`src/multires_knn_vote_top_defines.svh`:
```
// ----------------------------------------------------------------------------
// multires_knn_vote_top_defines
// Assertion macros shared by the k-NN vote block. Each macro expects clk and
// arst_n in the scope where it is used.
// ----------------------------------------------------------------------------
`ifndef MULTIRES_KNN_VOTE_TOP_DEFINES_SVH
`define MULTIRES_KNN_VOTE_TOP_DEFINES_SVH

// Check in the same cycle: when pre holds, post holds too.
`define MKV_ASSERT_SAME(name, pre, post, msg) \
	name: assert property (@(posedge clk) disable iff (!arst_n) (pre) |-> (post)) \
		else $error(msg);

// Check in the cycle after: when pre holds, post holds at the next edge.
`define MKV_ASSERT_NEXT(name, pre, post, msg) \
	name: assert property (@(posedge clk) disable iff (!arst_n) (pre) |=> (post)) \
		else $error(msg);

`endif

```
`src/mkv_pkg.sv`:
```
// ----------------------------------------------------------------------------
// mkv_pkg
// Types, widths and codes shared by the k-NN vote block.
// ----------------------------------------------------------------------------
`default_nettype none

package mkv_pkg;

	localparam int unsigned MKV_TOP_K       = 5;
	localparam int unsigned MKV_NUM_CLASSES = 10;

	localparam int unsigned D0_W    = 10;
	localparam int unsigned D1_W    = 12;
	localparam int unsigned D2_W    = 13;
	localparam int unsigned D3_W    = 14;
	localparam int unsigned D4_W    = 15;
	localparam int unsigned D5_W    = 16;
	localparam int unsigned D6_W    = 17;
	localparam int unsigned LABEL_W = 4;
	localparam int unsigned SCORE_W = 13;
	// seven terms of at most 11 bits each
	localparam int unsigned SUM_W   = 14;

	localparam logic [SCORE_W-1:0] SCORE_MAX = '1;

	// action codes
	localparam logic ACT_CAND = 1'b0;
	localparam logic ACT_EOQ  = 1'b1;

	typedef struct packed {
		logic               action;
		logic [D0_W-1:0]    dist_stage0;
		logic [D1_W-1:0]    dist_stage1;
		logic [D2_W-1:0]    dist_stage2;
		logic [D3_W-1:0]    dist_stage3;
		logic [D4_W-1:0]    dist_stage4;
		logic [D5_W-1:0]    dist_stage5;
		logic [D6_W-1:0]    dist_stage6;
		logic [LABEL_W-1:0] cand_label;
	} cand_item_t;

	typedef struct packed {
		logic               nn_found;
		logic [LABEL_W-1:0] nn_label;
		logic [LABEL_W-1:0] knn_label;
	} res_item_t;

	// one entry of the sorted list as seen by its neighbor
	typedef struct packed {
		logic [SCORE_W-1:0] score;
		logic [LABEL_W-1:0] label;
		logic               keep;
	} lane_t;

	typedef struct packed {
		logic               start;
		logic               nn_found;
		logic [LABEL_W-1:0] nn_label;
	} vote_req_t;

	typedef struct packed {
		logic busy;
		logic done;
	} vote_sts_t;

	typedef enum logic [1:0] {
		VS_IDLE,
		VS_ACC,
		VS_MAX,
		VS_DONE
	} vote_state_t;

endpackage

`default_nettype wire

```
`src/mkv_lane.sv`:
```
// ----------------------------------------------------------------------------
// mkv_lane
// One entry of the sorted top-k list with its compare and shift/insert logic.
// ----------------------------------------------------------------------------
`default_nettype none

module mkv_lane
	import mkv_pkg::*;
(
	input  wire logic               clk,
	input  wire logic               load,
	input  wire logic               occupied,
	input  wire logic               head,
	input  wire logic [SCORE_W-1:0] score,
	input  wire logic [LABEL_W-1:0] label,
	input  wire lane_t              prev,
	output lane_t                   lane
);

	logic [SCORE_W-1:0] score_q;
	logic [LABEL_W-1:0] label_q;
	logic               keep;

	// an occupied entry stays put when it is not above the new score (ties keep order)
	assign keep = occupied && (score_q <= score);

	always_ff @(posedge clk) begin
		if (load && !keep) begin
			if (head || prev.keep) begin
				score_q <= score;
				label_q <= label;
			end else begin
				score_q <= prev.score;
				label_q <= prev.label;
			end
		end
	end

	assign lane = '{score: score_q, label: label_q, keep: keep};

endmodule

`default_nettype wire

```
`src/mkv_vote.sv`:
```
// ----------------------------------------------------------------------------
// mkv_vote
// Merge stage: walks the list one entry per cycle to build class weights,
// then walks the classes to pick the heaviest, lowest class on ties.
// ----------------------------------------------------------------------------
`default_nettype none

module mkv_vote
	import mkv_pkg::*;
#(
	parameter int unsigned TOP_K       = MKV_TOP_K,
	parameter int unsigned NUM_CLASSES = MKV_NUM_CLASSES
) (
	input  wire logic                            clk,
	input  wire logic                            arst_n,
	input  wire vote_req_t                       req,
	input  wire logic [$clog2(TOP_K+1)-1:0]      count,
	input  wire logic [TOP_K-1:0][LABEL_W-1:0]   labels,
	input  wire logic                            take,
	output vote_sts_t                            sts,
	output res_item_t                            result
);

	localparam int unsigned CNT_W  = $clog2(TOP_K + 1);
	localparam int unsigned LIDX_W = (TOP_K > 1) ? $clog2(TOP_K) : 1;
	localparam int unsigned CIDX_W = $clog2(NUM_CLASSES);
	localparam int unsigned VOTE_W = $clog2(TOP_K * (TOP_K + 1) / 2 + 1);

	vote_state_t                 state_q, state_d;
	logic [TOP_K-1:0][LABEL_W-1:0] labels_q;
	logic [CNT_W-1:0]            count_q;
	logic                        nn_found_q;
	logic [LABEL_W-1:0]          nn_label_q;
	logic [VOTE_W-1:0]           votes_q [NUM_CLASSES];
	logic [LIDX_W-1:0]           idx_q;
	logic [CIDX_W-1:0]           cls_q;
	logic [CIDX_W-1:0]           win_q;
	logic [VOTE_W-1:0]           win_votes_q;

	logic [LABEL_W-1:0]          cur_label;
	logic [CIDX_W-1:0]           cur_cls;
	logic [CIDX_W-1:0]           rd_addr;
	logic [VOTE_W-1:0]           rd_votes;
	logic [VOTE_W-1:0]           weight;
	logic                        acc_en;
	logic                        lane_last;
	logic                        cls_last;

	assign cur_label = labels_q[idx_q];
	assign cur_cls   = cur_label[CIDX_W-1:0];
	assign weight    = VOTE_W'(TOP_K) - VOTE_W'(idx_q);
	assign acc_en    = (CNT_W'(idx_q) < count_q) &&
		({1'b0, cur_label} < (LABEL_W + 1)'(NUM_CLASSES));
	assign lane_last = (idx_q == LIDX_W'(TOP_K - 1));
	assign cls_last  = (cls_q == CIDX_W'(NUM_CLASSES - 1));

	// single read port into the class weights
	assign rd_addr  = (state_q == VS_ACC) ? cur_cls : cls_q;
	assign rd_votes = votes_q[rd_addr];

	always_ff @(posedge clk or negedge arst_n) begin
		if (!arst_n) begin
			state_q <= VS_IDLE;
		end else begin
			state_q <= state_d;
		end
	end

	always_comb begin
		state_d  = state_q;
		sts.busy = (state_q != VS_IDLE);
		sts.done = (state_q == VS_DONE);
		case (state_q)
			VS_IDLE: begin
				if (req.start) state_d = VS_ACC;
			end
			VS_ACC: begin
				if (lane_last) state_d = VS_MAX;
			end
			VS_MAX: begin
				if (cls_last) state_d = VS_DONE;
			end
			VS_DONE: begin
				if (take) state_d = VS_IDLE;
			end
			default: state_d = VS_IDLE;
		endcase
	end

	always_ff @(posedge clk) begin
		case (state_q)
			VS_IDLE: begin
				if (req.start) begin
					labels_q    <= labels;
					count_q     <= count;
					nn_found_q  <= req.nn_found;
					nn_label_q  <= req.nn_label;
					idx_q       <= '0;
					cls_q       <= '0;
					win_q       <= '0;
					win_votes_q <= '0;
					for (int c = 0; c < NUM_CLASSES; c++) begin
						votes_q[c] <= '0;
					end
				end
			end
			VS_ACC: begin
				if (acc_en) votes_q[cur_cls] <= rd_votes + weight;
				idx_q <= idx_q + LIDX_W'(1);
			end
			VS_MAX: begin
				if (rd_votes > win_votes_q) begin
					win_q       <= cls_q;
					win_votes_q <= rd_votes;
				end
				cls_q <= cls_q + CIDX_W'(1);
			end
			default: begin
			end
		endcase
	end

	assign result = '{
		nn_found:  nn_found_q,
		nn_label:  nn_label_q,
		knn_label: LABEL_W'(win_q)
	};

endmodule

`default_nettype wire

```
`src/multires_knn_vote_top.sv`:
```
// ----------------------------------------------------------------------------
// multires_knn_vote_top
// Multi-resolution nearest neighbor with a rank-weighted top-k vote.
// ----------------------------------------------------------------------------
//
//   Channel  Dir  Handshake               Payload
//   cand     in   cand_valid/cand_stall   cand_item_t: action, 7 distances, label
//   res      out  res_valid/res_stall     res_item_t: nn_found, nn_label, knn_label
//
// On a candidate transfer the score is formed and registered, then all TOP_K list
// lanes compare and shift/insert in parallel the next cycle. An end-of-query
// transfer holds cand_stall while it sits in stage 1 and while the vote unit
// walks the list one lane per cycle, then the classes one per cycle, then waits
// for the result register to free up.
// Reset (arst_n low) clears the stage-1 valid, the list count, the 1-NN valid flag,
// the vote sequencer and the result valid; list entries themselves are not cleared.
// res_stall holds the result word and delays the vote unit's hand-off into it.
// ----------------------------------------------------------------------------
`default_nettype none

module multires_knn_vote_top
	import mkv_pkg::*;
#(
	parameter int unsigned TOP_K       = MKV_TOP_K,
	parameter int unsigned NUM_CLASSES = MKV_NUM_CLASSES
) (
	input  wire logic       clk,
	input  wire logic       arst_n,
	input  wire logic       cand_valid,
	output logic            cand_stall,
	input  wire cand_item_t cand_data,
	output logic            res_valid,
	input  wire logic       res_stall,
	output res_item_t       res_data
);

`include "multires_knn_vote_top_defines.svh"

	localparam int unsigned CNT_W = $clog2(TOP_K + 1);

	// input transfer and score
	logic               cand_xfer;
	logic [SUM_W-1:0]   score_sum;
	logic [SCORE_W-1:0] score_sat;

	// stage 1: registered score
	logic               valid_s1;
	logic               action_s1;
	logic [SCORE_W-1:0] score_s1;
	logic [LABEL_W-1:0] label_s1;
	logic               cand_s1;
	logic               eoq_s1;

	// query state
	logic [CNT_W-1:0]   count_q;
	logic               best_valid_q;
	logic [SCORE_W-1:0] best_score_q;
	logic [LABEL_W-1:0] best_label_q;

	// lanes
	lane_t                       lane_bus [TOP_K];
	lane_t                       prev_bus [TOP_K];
	logic [TOP_K-1:0][LABEL_W-1:0] top_labels;

	// vote unit and result register
	vote_req_t  vreq;
	vote_sts_t  vsts;
	res_item_t  vres;
	logic       res_load;
	logic       res_valid_q;
	res_item_t  res_data_q;

	assign cand_xfer = cand_valid && !cand_stall;

	// Hold the input while the vote unit runs and while an end of query
	// sits in stage 1 waiting to hand off.
	assign cand_stall = vsts.busy || eoq_s1;

	// 2*d0 + d1>>1 + ... + d6>>6, each term truncated on its own
	assign score_sum = SUM_W'({cand_data.dist_stage0, 1'b0})
		+ SUM_W'(cand_data.dist_stage1[D1_W-1:1])
		+ SUM_W'(cand_data.dist_stage2[D2_W-1:2])
		+ SUM_W'(cand_data.dist_stage3[D3_W-1:3])
		+ SUM_W'(cand_data.dist_stage4[D4_W-1:4])
		+ SUM_W'(cand_data.dist_stage5[D5_W-1:5])
		+ SUM_W'(cand_data.dist_stage6[D6_W-1:6]);

	// saturate to the score width
	assign score_sat = (score_sum > SUM_W'(SCORE_MAX)) ? SCORE_MAX
		: score_sum[SCORE_W-1:0];

	always_ff @(posedge clk or negedge arst_n) begin
		if (!arst_n) begin
			valid_s1 <= 1'b0;
		end else begin
			valid_s1 <= cand_xfer;
		end
	end

	always_ff @(posedge clk) begin
		if (cand_xfer) begin
			action_s1 <= cand_data.action;
			score_s1  <= score_sat;
			label_s1  <= cand_data.cand_label;
		end
	end

	assign cand_s1 = valid_s1 && (action_s1 == ACT_CAND);
	assign eoq_s1  = valid_s1 && (action_s1 == ACT_EOQ);

	// Lanes: every entry compares against the new score at once; the first
	// entry that is empty or strictly above it takes the new candidate and the ones
	// behind it shift down by one.
	for (genvar i = 0; i < TOP_K; i++) begin : g_lane
		if (i == 0) begin : g_head
			assign prev_bus[i] = '0;
		end else begin : g_tail
			assign prev_bus[i] = lane_bus[i-1];
		end

		mkv_lane u_lane (
			.clk      (clk),
			.load     (cand_s1),
			.occupied (count_q > CNT_W'(i)),
			.head     (i == 0),
			.score    (score_s1),
			.label    (label_s1),
			.prev     (prev_bus[i]),
			.lane     (lane_bus[i])
		);

		assign top_labels[i] = lane_bus[i].label;
	end

	// List fill count and 1-NN tracking. The first candidate of a query always
	// wins the 1-NN; later ones only on a strictly lower score.
	always_ff @(posedge clk or negedge arst_n) begin
		if (!arst_n) begin
			count_q      <= '0;
			best_valid_q <= 1'b0;
		end else if (eoq_s1) begin
			count_q      <= '0;
			best_valid_q <= 1'b0;
		end else if (cand_s1) begin
			if (count_q != CNT_W'(TOP_K)) count_q <= count_q + CNT_W'(1);
			best_valid_q <= 1'b1;
		end
	end

	always_ff @(posedge clk) begin
		if (cand_s1 && (!best_valid_q || (score_s1 < best_score_q))) begin
			best_score_q <= score_s1;
			best_label_q <= label_s1;
		end
	end

	// Hand the query off to the vote unit; the list count and 1-NN flag clear the same edge.
	assign vreq = '{
		start:    eoq_s1,
		nn_found: best_valid_q,
		nn_label: best_valid_q ? best_label_q : '0
	};

	mkv_vote #(
		.TOP_K       (TOP_K),
		.NUM_CLASSES (NUM_CLASSES)
	) u_vote (
		.clk    (clk),
		.arst_n (arst_n),
		.req    (vreq),
		.count  (count_q),
		.labels (top_labels),
		.take   (res_load),
		.sts    (vsts),
		.result (vres)
	);

	// Result register: load when empty or when the current word transfers.
	assign res_load = vsts.done && (!res_valid_q || !res_stall);

	always_ff @(posedge clk or negedge arst_n) begin
		if (!arst_n) begin
			res_valid_q <= 1'b0;
		end else if (res_load) begin
			res_valid_q <= 1'b1;
		end else if (!res_stall) begin
			res_valid_q <= 1'b0;
		end
	end

	always_ff @(posedge clk) begin
		if (res_load) res_data_q <= vres;
	end

	assign res_valid = res_valid_q;
	assign res_data  = res_data_q;

	// an end of query in stage 1 always finds the vote unit free
	`MKV_ASSERT_SAME(a_eoq_vote_free, eoq_s1, !vsts.busy, "end of query met a busy vote unit")
	// the list never claims more than TOP_K entries
	`MKV_ASSERT_SAME(a_count_range, 1'b1, count_q <= CNT_W'(TOP_K), "list count above TOP_K")
	// query state is cleared right after the hand-off
	`MKV_ASSERT_NEXT(a_query_clear, eoq_s1, (count_q == '0) && !best_valid_q, "query not cleared")
	// a finished vote stays put until the result register takes it
	`MKV_ASSERT_NEXT(a_vote_hold, vsts.done && !res_load, vsts.done, "vote result dropped")
	// a new result only ever comes from a finished vote
	`MKV_ASSERT_SAME(a_res_source, $rose(res_valid_q), $past(vsts.done), "result without vote")

endmodule

`default_nettype wire
```
`config.mk`:
```
export PLATFORM = sky130hd
export DESIGN_NAME = multires_knn_vote_top
export DESIGN_NICKNAME = d
export VERILOG_FILES = /design/src/mkv_pkg.sv /design/src/mkv_lane.sv /design/src/mkv_vote.sv /design/src/multires_knn_vote_top.sv
export VERILOG_INCLUDE_DIRS = /design/src /design/src/src
export SDC_FILE = /design/constraint.sdc
export NUM_CORES = 1
export LEC_CHECK = 0
export BUFFER_PORTS_ARGS = -buffer_cell sky130_fd_sc_hd__buf_2
export CORE_MARGIN = 8
export CORE_UTILIZATION = 60
export CTS_BUF_LIST = sky130_fd_sc_hd__clkbuf_2
export DETAILED_ROUTE_END_ITERATION = 10
export PLACE_DENSITY = 0.8
export SYNTH_ARGS = -nofsm -noshare
export SYNTH_HDL_FRONTEND = slang
export SYNTH_SLANG_ARGS = --single-unit
```
`constraint.sdc`:
```
create_clock -name clk -period 11.9 [get_ports clk]
set_input_delay 1.19 -clock clk [delete_from_list [all_inputs] [get_ports clk]]
set_output_delay 1.19 -clock clk [all_outputs]
set_load 0.1 [all_outputs]
```
### Yosys cells after proc, flatten, opt, wreduce, memory -nomap -nowiden

Memories as Yosys holds them, arrays and structs flattened.
Cells that the tools add are included.

| word-level totals | value |
|---|---|
| input bits | 106 |
| bits in writable memories | 40 |
| memories kept | 1 |
| flip-flop bits (word level) | 180 |
| output and inout bits | 11 |
| word-level logic and storage cells | 157 |

Memories:

| memory | words | width | read ports | clocked after memory_dff | write ports | line | source |
|---|---|---|---|---|---|---|---|
| u_vote.votes_q | 10 | 4 | 1 | 0 | 10 | mkv_vote.sv:34 | `logic [VOTE_W-1:0] votes_q [NUM_CLASSES];` |

| cells by class | value |
|---|---|
| eq/ne operators | 12 |
| bitwise logic cells | 1 |
| $lt $le $gt $ge | 16 |
| add/sub/neg operators | 11 |
| muxes and demuxes | 40 |
| reduce and logical (&&, ||, !) cells | 41 |

Operators with widths:

| cell | number |
|---|---|
| 13-bit less-or-equal comparator | 5 |
| 13-bit 2-to-1 mux | 4 |
| 4-bit 2-to-1 mux | 11 |
| 14-bit by 11-bit adder with 14-bit output | 3 |
| 4-bit one-hot mux with 2 select lines | 3 |
| 1-bit logical AND | 16 |
| 13-bit by 11-bit adder with 14-bit output | 1 |
| 14-bit by 13-bit greater-than comparator with 1-bit output (second input constant) | 1 |
| 12-bit by 11-bit adder with 13-bit output | 1 |
| 13-bit < comparator | 1 |
| 11-bit by 11-bit adder with 12-bit output | 1 |
| 4-bit binary-select mux with 3-bit select | 1 |
| 3-bit 2-to-1 mux | 4 |
| 1-bit 2-to-1 mux | 11 |
| 2-bit by 1-bit != test with 1-bit output (second input constant) | 5 |
| 2-bit nonzero test | 5 |
| 1-bit zero test | 9 |
| 2-bit 2-to-1 mux | 4 |
| 2-bit one-hot mux with 4 select lines | 1 |
| 2-bit AND reduction | 4 |
| 3-bit by 1-bit adder with 3-bit output (second input constant) | 2 |
| 3-bit by 1-bit greater-than comparator with 1-bit output (second input constant) | 2 |
| 3-bit by 2-bit greater-than comparator with 1-bit output (second input constant) | 2 |
| 3-bit one-hot mux with 2 select lines | 1 |
| other kinds (20) | 23 |

### Longest topological paths before layout

| logic depth | value |
|---|---|
| depth after elaboration | 9 |
| gate-level depth with buffers | 20 |

### By module

Synthesis repeated with hierarchy kept, for this count alone.

| unflattened totals | value |
|---|---|
| cells, all modules | 1251 |
| area total of the unflattened synthesis | 14542.7 µm² |

Modules (own cells, without submodules):

| module | area each (µm²) | cells an instance | sequential area each (µm²) | times used |
|---|---|---|---|---|
| mkv_vote | 5192.5 | 371 | 3263.1 | 1 |
| mkv_lane at g_lane[0].u_lane ... | 1048.5 | 100 | 510.5 | 4 |
| multires_knn_vote_top | 4113.9 | 380 | 1471.4 | 1 |
| mkv_lane at g_lane[4].u_lane | 1042.2 | 100 | 510.5 | 1 |

### Worst setup path before layout

OpenSTA, ideal clock, no wires.

| path | value |
|---|---|
| path kind | input-to-reg |
| start | input port cand_data[13] (netlist name) |
| end | register score_s1[12], data pin |
| arrival time | 5383 ps |
| data required time | 11623 ps |
| stages | 18 |
| path buffers | 1 |
| setup time | 277 ps |
| setup slack | 6240 ps |
| path through | inv_1 > fa_1 > inv_1 > fa_1 > fa_1 > inv_1 > fa_1 > inv_1 > ha_1 > a21o_1 > a21o_1 > a21oi_1 > o21ai_0 > a21oi_1 > o211ai_1 > a21oi_1 > clkbuf_1 > o211ai_1 |

| between the ends | value |
|---|---|
| longest elaborated chain between the ends | 2 |

RTL lines:

| what | line | source |
|---|---|---|
| start, declared | multires_knn_vote_top.sv:31 | `input wire cand_item_t cand_data,` |
| 14-bit by 11-bit adder with 14-bit output * | multires_knn_vote_top.sv:86 | `+ SUM_W'(cand_data.dist_stage6[D6_W-1:6]);` |
| 14-bit by 13-bit greater-than comparator with 1-bit output | multires_knn_vote_top.sv:89 | `assign score_sat = (score_sum > SUM_W'(SCORE_MAX)) ? SCORE_MAX` |
| end signal, assigned | multires_knn_vote_top.sv:103 | `score_s1 <= score_sat;` |
| end, declared | multires_knn_vote_top.sv:49 | `logic [SCORE_W-1:0] score_s1;` |

Every way passes the cells marked *; elsewhere a longest branch is shown, timed or not.
A chain may end at the register's enable or synchronous reset.

==> flow_summary_export.csv <==
group,metric,value,unit
run_status,status,"finished, final reports clean",
timing,min_period,5657,ps
critical_path,regToRegSetupSlack,6240,ps
drt,drt-total-wl,27.63,mm
logic_synthesis,netlist.area_leader.share,49.38,%
placement,portBuffers,95,
floorplan,floorplan.core_area,23470,um2
floorplan,design.die.area,29120,um2
logic_synthesis,synth_area_leaders,"edfxtp_1 (49%), ha_1 (10%), fa_1 (7.5%)",
global_routing,first_pass_grt_wire_length,45.53,mm
critical_path,worst_path_most_repeated_cell,"inv_1",
logic_synthesis,yosysSeqAreaShare,50.78,%
critical_path,path_buf_inv,4,
clock_network,cts_buffers,58,
timing,timing_hold_violations_final,0,
critical_path,worst-path-max-fanout,24,
critical_path,criticalPathCategory,"flop to flop",
placement,dpl_cell_area,15240,um2
logic_synthesis,synth.avg_cell_area,12.56,um2
timing,achievable_frequency,0.1768,GHz
global_routing,gr-total-overflow,0,
clock_network,cts_tree,"built",
critical_path,worst-r2r-cell-count,18,
clock_network,clockBufferDepth,3,
clock_network,post-cts-setup-buffers,0,
floorplan,height_of_the_die,170.7,um
floorplan,placement_rows,56,
power_and_ir_drop,power.total,4.169,mW
critical_path,crit_path_largest_cell_delay,750,ps
clock_network,clock_latency,900,ps
critical_path,cp_num_cells,18,
logic_synthesis,syn_inst,1143,
timing,setup_violations,0,
logic_synthesis,synth.cell_area,14350,um2
timing,fin_tns_setup,0,ps
logic_synthesis,area_leader_netlist,"edfxtp_1",
critical_path,end_kind,"flop",
timing,rsz0062_at_grt,"no",
critical_path,arrival_time_reported_for_the_critical_path_endpoint,6310,ps
floorplan,initial_core_utilization,61.14,%
drt,drt.antenna.violating_nets,0,
global_routing,grt_antenna_before_repair,1,
placement,dp_hpwl,21.12,mm
placement,gp_congestion,0.8588,
critical_path,crit_path_end,"u_vote.votes_q[14][3]",
timing,drv_slew,0,
critical_path,critPathLaunch,"u_vote.state_q[1]",
clock_network,clkTransAtPathRegs,110,ps
critical_path,reg2reg_from,"u_vote.state_q[1]",
critical_path,crit-reg2reg-capture,"u_vote.votes_q[14][3]",
floorplan,die_w,170.7,um
drt,num_vias,9144,
global_routing,grt_pass1_vias,9967,
critical_path,crit_path_cell_trace,"inv_1, ha_1, inv_1, a21oi_2, o21ai_4, nand2_2, mux2i_1, mux2_2, mux2i_1, mux2i_1, ha_1, inv_1, ha_1, inv_1, fa_1, xnor2_1, or3_1, a21oi_2",
drt,drtPass1Iterations,6,
clock_network,clock-root-buffer,"clkbuf_2",
run,cap_violations,0,
critical_path,timing.critical_path.from_type,"flop",
layout,final_nets,1580,
timing,final.setup_skew,144.8,ps
logic_synthesis,async_reset_ff_share,3.279,%
layout,layout-area-overhead-vs-synth,9.782,%
timing,max_slew.worst_pin.slew,1204,ps
logic_synthesis,dominantRegCellSynth,"edfxtp_1",
layout,final_cell_area,15760,um2
logic_synthesis,ys_types,72,
power_and_ir_drop,peakVddDrop,0.0002165,V
clock_network,cts_max_level,2,
clock_network,holdBufCountCts,0,
global_routing,largest_net_degree_at_the_start_of_global_routing,29,
timing,post-route-period-util,47.54,%
critical_path,cpLargestDelayFamily,"adder cells",
drt,route.detailed.drc,0,
clock_network,cts-resized-gates,0,
critical_path,critical_path.slowest_cell,"ha_1",
min_path,worst_hold_path_type,"primary input to asynchronous set/reset pin",
critical_path,timing.critical_path.required,12550,ps
logic_synthesis,yosys_warnings,0,
floorplan,pin_count,117,
timing,max-slew-margin-rel,19.73,%
logic_synthesis,ys_seq_elements,244,
logic_synthesis,synth-edff-count,236,
drt,wire_per_inst,16.66,um
layout,drive_above_1_share,22.40,%
drt,viasPerCell,5.512,
global_routing,gr-usage-all-layers,19.57,%
clock_network,numClockSinks,244,
drt,drt_iter0_drc,446,
power_and_ir_drop,power.static_leakage,6.824,nW
power_and_ir_drop,power_per_unit_of_standard_cell_area,264.6,nW/um2
==> power by group <==
group | switching (mW) | internal, mW
registers | 0.140 | 1.26
logic | 1.33 | 0.896
clock network | 0.324 | 0.217
==> placed cells by master, fill, tap and decap left out, types with 4 or more instances in the layout <==
| master | instances |
|---|---|
| o21ai_1 | 6 |
| edfxtp_1 | 236 |
| clkinv_2 | 4 |
| o22ai_1 | 4 |
| nand2_1 | 65 |
| or3_1 | 5 |
| a21boi_0 | 6 |
| ha_1 | 115 |
| fa_1 | 54 |
| inv_1 | 177 |
| buf_4 | 6 |
| nand4_1 | 14 |
| a21oi_2 | 13 |
| or2_2 | 4 |
| nor2b_1 | 14 |
| o21a_1 | 19 |
| nand2b_1 | 9 |
| xnor2_1 | 6 |
| clkbuf_2 | 75 |
| nor3_1 | 11 |
| conb_1 | 24 |
| dfrtp_1 | 8 |
| a211oi_1 | 8 |
| mux2_2 | 81 |
| nand3_1 | 16 |
| o21ai_0 | 42 |
| nor4_1 | 4 |
| a21o_1 | 11 |
| and3_1 | 6 |
| buf_2 | 95 |
| mux2i_1 | 39 |
| nor2_1 | 47 |
| and2_1 | 17 |
| clkinv_1 | 11 |
| a21oi_1 | 25 |
==> state kept, by name, summed over array words and instances, names as in the netlist <==
name / count
label_s1: 4
u_vote.nn_found_q: 1
best_label_q: 4
u_vote.votes_q: 64
action_s1: 1
res_data: 9
u_vote.win_votes_q: 4
u_vote.state_q: 2
best_valid_q: 1
valid_s1: 1
best_score_q: 13
u_vote.count_q: 3
u_vote.nn_label_q: 4
u_vote.idx_q: 3
u_vote.win_q: 4
u_vote.cls_q: 4
g_lane.u_lane.score_q: 65
g_lane.u_lane.label_q: 20
score_s1: 13
u_vote.labels_q: 20
count_q: 3
res_valid: 1
==> worst reg2reg max path, cell delays in order, from the launching register on <==
cell,delay [ps]
dfrtp_1,430
inv_1,110
ha_1,750
inv_1,220
a21oi_2,230
o21ai_4,130
nand2_2,600
mux2i_1,210
mux2_2,310
mux2i_1,210
mux2i_1,120
ha_1,310
inv_1,60
ha_1,140
inv_1,50
fa_1,370
xnor2_1,160
or3_1,590
a21oi_2,420
==> through the flow <==
| step | cells | worst slack [ps] | utilization (%) | hold WS, ps |
|---|---|---|---|---|
| floorplan | 1166 | 6240 | - | 400.3 |
| global placement | 1564 | 5486 | 64.92 | 401.9 |
| detailed placement | 1564 | 5336 | 64.92 | 409.0 |
| CTS | 1658 | 6201 | 67.11 | 45.76 |
| global route | 1659 | 5828 | 67.12 | 34.79 |
| finish | 1659 | 6243 | 67.12 | 120.7 |
==> logic make-up after synthesis <==
family          synth area share (%)
xor+xnor                      0.5493
mux                            9.442
flops                          50.78
compound gates                 8.405
fa+ha+maj                      17.56
simple gates                   7.724
buf+inv                        5.519
other cells                  0.02613
==> routing by layer <==
metal | vias to the layer above | wire (um) | GRT usage [%] | part of all wire [%]
met5 | - | 0 | 0 | 0
met1 | 4422 | 10900 | 20.63 | 39
met3 | 58 | 1394 | 4.241 | 5.0
met2 | 247 | 14670 | 37.48 | 53
li1 | 4417 | - | - | -
met4 | 0 | 667 | 7.285 | 2.4
==> synthesized netlist by cell type, drive strengths merged (14+ instances only) <==
master / number
inv: 178
mux2i: 39
mux2: 83
ha: 115
nor2: 47
o21a: 20
and2: 17
nand4: 14
buf: 16
nand2: 66
edfxtp: 236
a21oi: 38
nand3: 16
fa: 54
o21ai: 50
nor2b: 15
==> cell type report <==
type	count	area (um2)
fillers	1725	7717
flip-flops and latches	244	7287
multi-input cells	722	6364
inverters	178	668.1
repair buffers	101	520.5
well taps	319	399.1
clock buffers	75	375.4
clock inverters	19	138.9
diodes	1	2.502
==> worst min path at each step <==
stage | slack [ps] | end
final | 120 | best_valid_q
after global routing | 30 | count_q[2]
after CTS | 50 | count_q[0]
after detailed placement | 410 | res_data[8]
after global placement | 400 | u_vote.labels_q[18]
after floorplan | 400 | res_data[0]
Note: power is estimated with default switching activity, not from simulation.
